### src/design/phc_pkg.sv
// Shared types and constants for the proximity hysteresis counter.
package phc_pkg;

  localparam int CFG_BITS     = 12;
  localparam int CFG_IDX_BITS = 1;
  localparam int TOTAL_BITS   = 20;

  // Configuration register indexes.
  typedef enum logic [CFG_IDX_BITS-1:0] {
    CFG_HELLO = 1'b0,
    CFG_RESET = 1'b1
  } cfg_idx_t;

  // Products formed by the shared multiplier, in issue order.
  typedef enum logic [3:0] {
    OP_H2,
    OP_R2,
    OP_RX2,
    OP_RY2,
    OP_KX2,
    OP_KY2,
    OP_PX2,
    OP_PY2,
    OP_PXKX,
    OP_PYKY,
    OP_H2DN,
    OP_S1DN,
    OP_UP2
  } op_t;

  // Controller to datapath commands.
  typedef struct packed {
    logic load;
    logic mul_en;
    op_t  op;
    logic decide;
  } phc_cmd_t;

endpackage

### src/design/phc_ctrl.sv
// Sequencer for the proximity hysteresis counter: handshakes and product schedule.
module phc_ctrl (
  input  logic              clk,
  input  logic              rst_n,
  input  logic              in_valid,
  output logic              in_stall,
  output logic              out_valid,
  input  logic              out_stall,
  output phc_pkg::phc_cmd_t cmd
);

  typedef enum logic [1:0] {
    S_IDLE,
    S_MUL,
    S_WB,
    S_DECIDE
  } state_t;

  state_t         state_r, state_nxt;
  phc_pkg::op_t   op_r, op_nxt;
  logic           out_valid_r, out_valid_nxt;
  logic           load;
  logic           slot_free;
  logic           decide;

  assign in_stall  = (state_r != S_IDLE);
  assign load      = in_valid && !in_stall;
  assign slot_free = !out_valid_r || !out_stall;
  assign decide    = (state_r == S_DECIDE) && slot_free;
  assign out_valid = out_valid_r;

  assign cmd.load   = load;
  assign cmd.mul_en = (state_r == S_MUL);
  assign cmd.op     = op_r;
  assign cmd.decide = decide;

  always_comb begin
    state_nxt = state_r;
    op_nxt    = op_r;
    case (state_r)
      S_IDLE: begin
        if (load) begin
          state_nxt = S_MUL;
          op_nxt    = phc_pkg::OP_H2;
        end
      end
      S_MUL: begin
        if (op_r == phc_pkg::OP_UP2) begin
          state_nxt = S_WB;
        end else begin
          op_nxt = phc_pkg::op_t'(op_r + 4'd1);
        end
      end
      S_WB: begin
        state_nxt = S_DECIDE;
      end
      S_DECIDE: begin
        if (slot_free) begin
          state_nxt = S_IDLE;
        end
      end
      default: begin
        state_nxt = S_IDLE;
      end
    endcase
  end

  always_comb begin
    if (decide) begin
      out_valid_nxt = 1'b1;
    end else if (!out_stall) begin
      out_valid_nxt = 1'b0;
    end else begin
      out_valid_nxt = out_valid_r;
    end
  end

  always_ff @(posedge clk) begin
    if (!rst_n) begin
      state_r     <= S_IDLE;
      op_r        <= phc_pkg::OP_H2;
      out_valid_r <= 1'b0;
    end else begin
      state_r     <= state_nxt;
      op_r        <= op_nxt;
      out_valid_r <= out_valid_nxt;
    end
  end

  // A finished result never overwrites one still waiting.
  a_decide_slot: assert property (@(posedge clk) disable iff (!rst_n)
    cmd.decide |-> slot_free)
    else $error("result written while previous result pending");

  // Every request starts the schedule at its first product.
  a_load_starts: assert property (@(posedge clk) disable iff (!rst_n)
    load |=> (state_r == S_MUL) && (op_r == phc_pkg::OP_H2))
    else $error("schedule did not start at first product");

  // A result only appears after a decision.
  a_valid_source: assert property (@(posedge clk) disable iff (!rst_n)
    $rose(out_valid_r) |-> $past(decide))
    else $error("result valid without decision");

  // The last product is written back before the decision.
  a_wb_then_decide: assert property (@(posedge clk) disable iff (!rst_n)
    (state_r == S_MUL) && (op_r == phc_pkg::OP_UP2) |=> (state_r == S_WB) ##1
      (state_r == S_DECIDE))
    else $error("decision not preceded by writeback");

endmodule

### src/design/phc_dp.sv
// Datapath for the proximity hysteresis counter: shared multiplier, sums, tracker state.
module phc_dp #(
  parameter int COORD_BITS = 12,
  parameter int COUNT_BITS = 20
) (
  input  logic                                clk,
  input  logic                                rst_n,
  input  phc_pkg::phc_cmd_t                   cmd,
  input  logic                                cfg_we,
  input  logic [phc_pkg::CFG_IDX_BITS-1:0]    cfg_index,
  input  logic [phc_pkg::CFG_BITS-1:0]        cfg_wdata,
  input  logic signed [COORD_BITS-1:0]        in_first_x,
  input  logic signed [COORD_BITS-1:0]        in_first_y,
  input  logic signed [COORD_BITS-1:0]        in_second_x,
  input  logic signed [COORD_BITS-1:0]        in_second_y,
  input  logic                                in_restart,
  output logic                                out_event_now,
  output logic [phc_pkg::TOTAL_BITS-1:0]      out_event_total,
  output logic                                out_is_armed
);

  localparam int RW  = COORD_BITS + 1;           // separation
  localparam int KW  = COORD_BITS + 2;           // change of separation
  localparam int AW  = 2 * COORD_BITS + 4;       // sums of products
  localparam int SQW = 2 * phc_pkg::CFG_BITS;    // squared radius
  localparam int OW  = (AW > SQW + 1) ? AW : SQW + 1;
  localparam int PW  = 2 * OW;
  localparam logic [COUNT_BITS-1:0] CNT_MAX = {COUNT_BITS{1'b1}};

  // Sample load
  logic signed [RW-1:0] rx_d, ry_d;
  logic signed [KW-1:0] kx_d, ky_d;
  logic signed [RW-1:0] rx_r, ry_r, prev_rx_r, prev_ry_r;
  logic signed [KW-1:0] kx_r, ky_r;
  logic                 restart_r;

  // Configuration and squared radii
  logic [phc_pkg::CFG_BITS-1:0] hello_r, reset_r;
  logic [SQW-1:0]               h2_r, r2_r;

  // Multiplier and accumulators
  logic signed [OW-1:0] op_a, op_b;
  logic signed [PW-1:0] prod_r;
  logic                 wb_en_r;
  phc_pkg::op_t         wb_op_r;
  logic signed [AW-1:0] s1_r, s2_r, up_r, dn_r, prod_lo;
  logic signed [PW-1:0] t_r, hd_r;

  // Tracker state
  logic                  have_prev_r, armed_r, ev_r;
  logic [COUNT_BITS-1:0] cnt_r;

  // Decision
  logic                  first, knz, interior, fire, armed_n;
  logic                  le_h2, gt_r2, s1_le_s2, t_le_hd;
  logic signed [AW:0]    up_dn;
  logic [COUNT_BITS-1:0] cnt_base, cnt_n;

  assign rx_d = RW'(in_first_x) - RW'(in_second_x);
  assign ry_d = RW'(in_first_y) - RW'(in_second_y);
  assign kx_d = KW'(rx_d) - KW'(prev_rx_r);
  assign ky_d = KW'(ry_d) - KW'(prev_ry_r);

  always_ff @(posedge clk) begin
    if (cmd.load) begin
      rx_r      <= rx_d;
      ry_r      <= ry_d;
      kx_r      <= kx_d;
      ky_r      <= ky_d;
      restart_r <= in_restart;
    end
  end

  always_ff @(posedge clk) begin
    if (!rst_n) begin
      hello_r <= '0;
      reset_r <= '0;
    end else if (cfg_we) begin
      case (phc_pkg::cfg_idx_t'(cfg_index))
        phc_pkg::CFG_HELLO: hello_r <= cfg_wdata;
        phc_pkg::CFG_RESET: reset_r <= cfg_wdata;
        default: ;
      endcase
    end
  end

  // Operand select for the shared multiplier
  always_comb begin
    case (cmd.op)
      phc_pkg::OP_H2: begin
        op_a = OW'($signed({1'b0, hello_r}));
        op_b = OW'($signed({1'b0, hello_r}));
      end
      phc_pkg::OP_R2: begin
        op_a = OW'($signed({1'b0, reset_r}));
        op_b = OW'($signed({1'b0, reset_r}));
      end
      phc_pkg::OP_RX2: begin
        op_a = OW'(rx_r);
        op_b = OW'(rx_r);
      end
      phc_pkg::OP_RY2: begin
        op_a = OW'(ry_r);
        op_b = OW'(ry_r);
      end
      phc_pkg::OP_KX2: begin
        op_a = OW'(kx_r);
        op_b = OW'(kx_r);
      end
      phc_pkg::OP_KY2: begin
        op_a = OW'(ky_r);
        op_b = OW'(ky_r);
      end
      phc_pkg::OP_PX2: begin
        op_a = OW'(prev_rx_r);
        op_b = OW'(prev_rx_r);
      end
      phc_pkg::OP_PY2: begin
        op_a = OW'(prev_ry_r);
        op_b = OW'(prev_ry_r);
      end
      phc_pkg::OP_PXKX: begin
        op_a = OW'(prev_rx_r);
        op_b = OW'(kx_r);
      end
      phc_pkg::OP_PYKY: begin
        op_a = OW'(prev_ry_r);
        op_b = OW'(ky_r);
      end
      phc_pkg::OP_H2DN: begin
        op_a = OW'($signed({1'b0, h2_r}));
        op_b = OW'(dn_r);
      end
      phc_pkg::OP_S1DN: begin
        op_a = OW'(s1_r);
        op_b = OW'(dn_r);
      end
      phc_pkg::OP_UP2: begin
        op_a = OW'(up_r);
        op_b = OW'(up_r);
      end
      default: begin
        op_a = '0;
        op_b = '0;
      end
    endcase
  end

  always_ff @(posedge clk) begin
    if (!rst_n) begin
      wb_en_r <= 1'b0;
    end else begin
      wb_en_r <= cmd.mul_en;
    end
  end

  always_ff @(posedge clk) begin
    prod_r  <= op_a * op_b;
    wb_op_r <= cmd.op;
  end

  assign prod_lo = $signed(prod_r[AW-1:0]);

  // Writeback in the cycle after the multiply
  always_ff @(posedge clk) begin
    if (wb_en_r) begin
      case (wb_op_r)
        phc_pkg::OP_H2:   h2_r <= prod_r[SQW-1:0];
        phc_pkg::OP_R2:   r2_r <= prod_r[SQW-1:0];
        phc_pkg::OP_RX2:  s2_r <= prod_lo;
        phc_pkg::OP_RY2:  s2_r <= s2_r + prod_lo;
        phc_pkg::OP_KX2:  dn_r <= prod_lo;
        phc_pkg::OP_KY2:  dn_r <= dn_r + prod_lo;
        phc_pkg::OP_PX2:  s1_r <= prod_lo;
        phc_pkg::OP_PY2:  s1_r <= s1_r + prod_lo;
        phc_pkg::OP_PXKX: up_r <= prod_lo;
        phc_pkg::OP_PYKY: up_r <= up_r + prod_lo;
        phc_pkg::OP_H2DN: hd_r <= prod_r;
        phc_pkg::OP_S1DN: t_r  <= prod_r;
        phc_pkg::OP_UP2:  t_r  <= t_r - prod_r;
        default: ;
      endcase
    end
  end

  // Event and re-arm decision
  assign first    = restart_r || !have_prev_r;
  assign knz      = (kx_r != '0) || (ky_r != '0);
  assign up_dn    = (AW + 1)'(up_r) + (AW + 1)'(dn_r);
  // interior minimum when 0 <= -up <= dn
  assign interior = !((!up_r[AW-1] && (up_r != '0)) || up_dn[AW]);
  assign le_h2    = OW'(s2_r) <= OW'($signed({1'b0, h2_r}));
  assign gt_r2    = OW'(s2_r) > OW'($signed({1'b0, r2_r}));
  assign s1_le_s2 = s1_r <= s2_r;
  assign t_le_hd  = t_r <= hd_r;
  assign cnt_base = restart_r ? '0 : cnt_r;

  always_comb begin
    fire    = 1'b0;
    armed_n = armed_r;
    if (first) begin
      fire    = le_h2;
      armed_n = !le_h2;
    end else if (knz) begin
      if (!interior) begin
        if (s1_le_s2) begin
          armed_n = armed_r || gt_r2;
        end else begin
          fire    = armed_r && le_h2;
          armed_n = armed_r && !fire;
        end
      end else begin
        fire    = armed_r && t_le_hd;
        armed_n = (armed_r && !fire) || gt_r2;
      end
    end
    if (fire && (cnt_base != CNT_MAX)) begin
      cnt_n = cnt_base + 1'b1;
    end else begin
      cnt_n = cnt_base;
    end
  end

  always_ff @(posedge clk) begin
    if (!rst_n) begin
      have_prev_r <= 1'b0;
      armed_r     <= 1'b1;
      cnt_r       <= '0;
      prev_rx_r   <= '0;
      prev_ry_r   <= '0;
    end else if (cmd.decide) begin
      have_prev_r <= 1'b1;
      armed_r     <= armed_n;
      cnt_r       <= cnt_n;
      prev_rx_r   <= rx_r;
      prev_ry_r   <= ry_r;
    end
  end

  always_ff @(posedge clk) begin
    if (cmd.decide) begin
      ev_r <= fire;
    end
  end

  // Tracker state only moves at a decision, so it doubles as the result.
  assign out_event_now   = ev_r;
  assign out_event_total = phc_pkg::TOTAL_BITS'(cnt_r);
  assign out_is_armed    = armed_r;

endmodule

### src/design/proximity_hysteresis_counter.sv
// Top level of the proximity hysteresis counter.
// Each request carries one position sample of two objects; the block finds the
// closest approach on the straight segment from the previous sample (endpoint or
// interior minimum, tested exactly in integers) and counts an event when an armed
// tracker comes within hello_radius, re-arming once a sample lies beyond
// reset_radius. A request is taken only while the block is idle: a single shared
// signed multiplier forms the 13 products the test needs (squared radii, |r|^2 of
// both samples, |k|^2, r.k and the three wide cross terms), one per cycle,
// followed by a writeback step and a decision step. The result sits in an output
// register, so the next request is taken while it waits; a held result only
// delays the decision of the following request. Configuration writes must be made
// only while the block is idle; the block itself does not enforce this.
module proximity_hysteresis_counter #(
  parameter int COORD_BITS = 12,
  parameter int COUNT_BITS = 20
) (
  input  logic                               clk,
  input  logic                               rst_n,
  // configuration
  input  logic                               cfg_we,
  input  logic [phc_pkg::CFG_IDX_BITS-1:0]   cfg_index,
  input  logic [phc_pkg::CFG_BITS-1:0]       cfg_wdata,
  // sample requests
  input  logic                               in_valid,
  output logic                               in_stall,
  input  logic signed [COORD_BITS-1:0]       in_first_x,
  input  logic signed [COORD_BITS-1:0]       in_first_y,
  input  logic signed [COORD_BITS-1:0]       in_second_x,
  input  logic signed [COORD_BITS-1:0]       in_second_y,
  input  logic                               in_restart,
  // results
  output logic                               out_valid,
  input  logic                               out_stall,
  output logic                               out_event_now,
  output logic [phc_pkg::TOTAL_BITS-1:0]     out_event_total,
  output logic                               out_is_armed
);

  phc_pkg::phc_cmd_t cmd;

  // sequencing and handshakes
  phc_ctrl u_ctrl (
    .clk       (clk),
    .rst_n     (rst_n),
    .in_valid  (in_valid),
    .in_stall  (in_stall),
    .out_valid (out_valid),
    .out_stall (out_stall),
    .cmd       (cmd)
  );

  // arithmetic, configuration and tracker state
  phc_dp #(
    .COORD_BITS (COORD_BITS),
    .COUNT_BITS (COUNT_BITS)
  ) u_dp (
    .clk             (clk),
    .rst_n           (rst_n),
    .cmd             (cmd),
    .cfg_we          (cfg_we),
    .cfg_index       (cfg_index),
    .cfg_wdata       (cfg_wdata),
    .in_first_x      (in_first_x),
    .in_first_y      (in_first_y),
    .in_second_x     (in_second_x),
    .in_second_y     (in_second_y),
    .in_restart      (in_restart),
    .out_event_now   (out_event_now),
    .out_event_total (out_event_total),
    .out_is_armed    (out_is_armed)
  );

endmodule
### config.mk
export PLATFORM = sky130hd
export DESIGN_NAME = proximity_hysteresis_counter
export DESIGN_NICKNAME = d
export VERILOG_FILES = /design/src/design/phc_pkg.sv /design/src/design/phc_ctrl.sv /design/src/design/phc_dp.sv /design/src/design/proximity_hysteresis_counter.sv
export SDC_FILE = /design/constraint.sdc
export NUM_CORES = 2
export LEC_CHECK = 0
export BUFFER_PORTS_ARGS = -buffer_cell sky130_fd_sc_hd__buf_2
export CAP_MARGIN = 30
export CORE_MARGIN = 4
export CORE_UTILIZATION = 25
export CTS_CLUSTER_SIZE = 20
export DETAILED_ROUTE_END_ITERATION = 12
export GPL_TIMING_DRIVEN = 0
export PLACE_DENSITY = 0.5
export SLEW_MARGIN = 20
export SYNTH_ARGS = -nofsm -noshare
export SYNTH_HDL_FRONTEND = slang
export SYNTH_SLANG_ARGS = --single-unit
### constraint.sdc
create_clock -name clk -period 21.2 [get_ports clk]
set_input_delay 0 -clock clk [delete_from_list [all_inputs] [get_ports clk]]
set_output_delay 0 -clock clk [all_outputs]
set_load 0.02 [all_outputs]
==> results.toml <==
[run_status]
outcome = "completed"

[worst_setup_path]
r2r_end = "u_dp.prod_r[49]"
crit_top_cell = "fa_1"
crit_arrival_ps = 14060
path_max_fanout = 10
r2r_cells = 38
end_kind = "register"
crit_path_max_incr_delay_ps = 880
crit_type = "reg2reg"
startpoint_type = "register"
crit_required_ps = 21660
rrSetupSlack_ps = 7600
r2r-start = "u_ctrl.op_r[0]"
slowest_stage = "xor2_1"

[synthesis]
synthTopCellsByCount = "1174 x inv_1, 846 x nand2_1, 832 x fa_1"
yosys-top-cells-area = "fa_1 28%, edfxtp_1 17%, ha_1 12%, inv_1 7.4%, nand2_1 5.3%"
netlist_area_um2 = 59550
yosysSeqAreaShare_pct = 21.25
synth-seq-cells = 468
ys.flop_type = "edfxtp_1"
ys_warn_count = 0
netlist-cell-type-count = 89
synth_edf_count = 328
async_reset_ff_share_pct = 0
yosysTopAreaCell = "fa_1"
syn_area_per_cell_um2 = 9.142
syn_inst = 6514
syn-num-nets = 7980
netlist.area_leader.share_pct = 27.97
yosysMostFrequentCell = "inv_1"

[timing]
relSlewSlack_pct = 6.654
period_share_pct = 64.15
tightest_slew_ps = 1400
tns_ps = 0
setup_viol = 0
fin_crit_ps = 13600
fin_ws_ps = 7601
clock.fmax_mhz = 73.54
rsz0062_at_grt = "no"
slew_viol_final = 0
finalClockSkew_ps = 63.66
hold_violations = 0

[die]
fp-row-count = 178
initial_utilization_pct = 25.23
chipWidth_um = 496.1
die_height_um = 496.1
die_area_um2 = 246100
core_um2 = 236100
io_pins = 91

[grt]
grt_use_total_pct = 18.09
grt_max_degree = 55
grt_pass1_wl_mm = 330.1
grt_overflow = 0
antenna_found_initial = 9
grt_pass1_vias = 49500

[drt]
dr_total_vias = 48780
wl_per_cell_um = 22.26
route.detailed.drc = 0
dr.pass1.iters = 8
antenna_left = 0
drt-initial-drc-count = 4048
viasPerCell = 4.845
wl_mm = 224.2

[worst_hold_path]
holdPathEnd = "u_dp.kx_r[1]"
hp-start = "in_second_x[1]"
hold_path_class = "in2reg"
hold_path_depth = 4

[cts]
clk_latency_ps = 720
root_buffer = "clkbuf_16"
path_clk_slew_ps = 70
cts_hold_buf = 102
cts_tree = "done"
post_cts_buffers = 0
cts-buffers-inserted = 58
cts.sinks = 468
clk_path_buf_depth = 3
post_cts_resized = 0
htreeDepth = 2

[placed_design]
gp_congestion = 1.005
post-place-ws_ps = 7861
place_area_um2 = 65170
io_buffers = 90
hpwl_mm = 185.2

[final_layout]
area_growth_pct = 14.96
nets = 8322
fin_area_um2 = 68460
drive_gt1_share_pct = 5.459

[power]
finalPower_mw = 3.436
leakage_nw = 31.71
ir_worst_vdd_mv = 0.06575
pwr_density_cell_nw_per_um2 = 50.19

[run]
cap_violations = 0
## flip-flops by register name, summed over array words and instances, names as in the netlist, 12 cells and up
signal and count:
u_dp.dn_r 28, u_dp.h2_r 24, u_dp.ry_r 13, u_dp.r2_r 24, u_dp.prev_ry_r 13, u_dp.s1_r 28, u_dp.kx_r 14, u_dp.reset_r 12
u_dp.prod_r 56, u_dp.t_r 56, u_dp.out_event_total 20, u_dp.hello_r 12, u_dp.ky_r 14, u_dp.up_r 28, u_dp.hd_r 56, u_dp.s2_r 28
u_dp.prev_rx_r 13, u_dp.rx_r 13
## report_power, final
part           internal, mW  switching (mW)  total [mW]
Sequential             1.09           0.151        1.24
Combinational         0.411           0.694        1.10
Clock                 0.647           0.439        1.09
## logic make-up (layout without fill, tap and decap cells)
family	count (synthesis)	count (layout)	share of synthesized area [%]
and+or+nand+nor	1852	1852	13.55
buffers and inverters	1413	1805	8.927
adders and majority gates	1399	1399	39.88
AOI/OAI and AO/OA	1128	1128	12.61
DFF	468	468	21.25
xor gates and xnor gates	237	237	3.486
muxes	17	17	0.3088
other	0	12	0
## final cells by class
cell class              count  area [µm²]
multi-input cells        4633       41810
flip-flops and latches    468       12660
diodes                     12       30.03
fillers                 25040      167600
well taps                3150        3941
inverters                1176        4417
plain buffers             237       905.9
clock inverters            29       352.8
repair buffers            282        2586
clock buffers              81        1767
## critical path, delay by kind of cell, from the launching register on
kind	cells	cell delay, ps
AND/OR/NAND/NOR	6	830
flip-flops	1	420
adder cells (fa/ha/maj)	10	4410
buffers and inverters	9	2310
AO/OA/AOI/OAI	12	4510
XOR/XNOR	1	880
## through the flow
step | hold WS (ps) | std cells | util, %
floorplan | 98.87 | 6514 | -
global route | 73.04 | 10060 | 28.99
finish | 53.36 | 10070 | 29.00
CTS | 1.069 | 10050 | 28.93
global placement | 193.8 | 9754 | 27.09
detailed placement | 195.8 | 9834 | 27.60
## how the worst max path moves through the flow
stage / from / to / slack [ps] / cells after the start
2_1_floorplan: u_ctrl.op_r[0] / u_dp.prod_r[55] / 11930 / 38
3_3_place_gp: u_ctrl.op_r[0] / u_dp.prod_r[50] / 6250 / 31
6_report: u_ctrl.op_r[0] / u_dp.prod_r[49] / 7600 / 38
3_5_place_dp: u_ctrl.op_r[0] / u_dp.prod_r[49] / 7860 / 38
5_1_grt: u_ctrl.op_r[0] / u_dp.prod_r[49] / 7310 / 38
4_1_cts: u_ctrl.op_r[0] / u_dp.prod_r[49] / 7790 / 38
## per-layer routing
layer	wire, µm	part of all wire, %	GRT usage [%]
met1	96000	43	24.49
met2	96640	43	27.80
met3	19930	8.9	3.970
met4	11450	5.1	7.744
met5	127	0.057	0
## cells in the final DEF (no fill, tap or decap), types with 134 or more instances in the layout
cell / synthesis / final
a21o_1: 177 / 177
a21oi_1: 209 / 209
clkbuf_1: 227 / 232
dfxtp_1: 140 / 137
edfxtp_1: 328 / 328
fa_1: 832 / 832
ha_1: 567 / 567
inv_1: 1174 / 1173
nand2_1: 846 / 846
nor2_1: 553 / 543
o21ai_0: 276 / 276
xnor2_1: 135 / 134
Power figures use the tool's default switching activity.
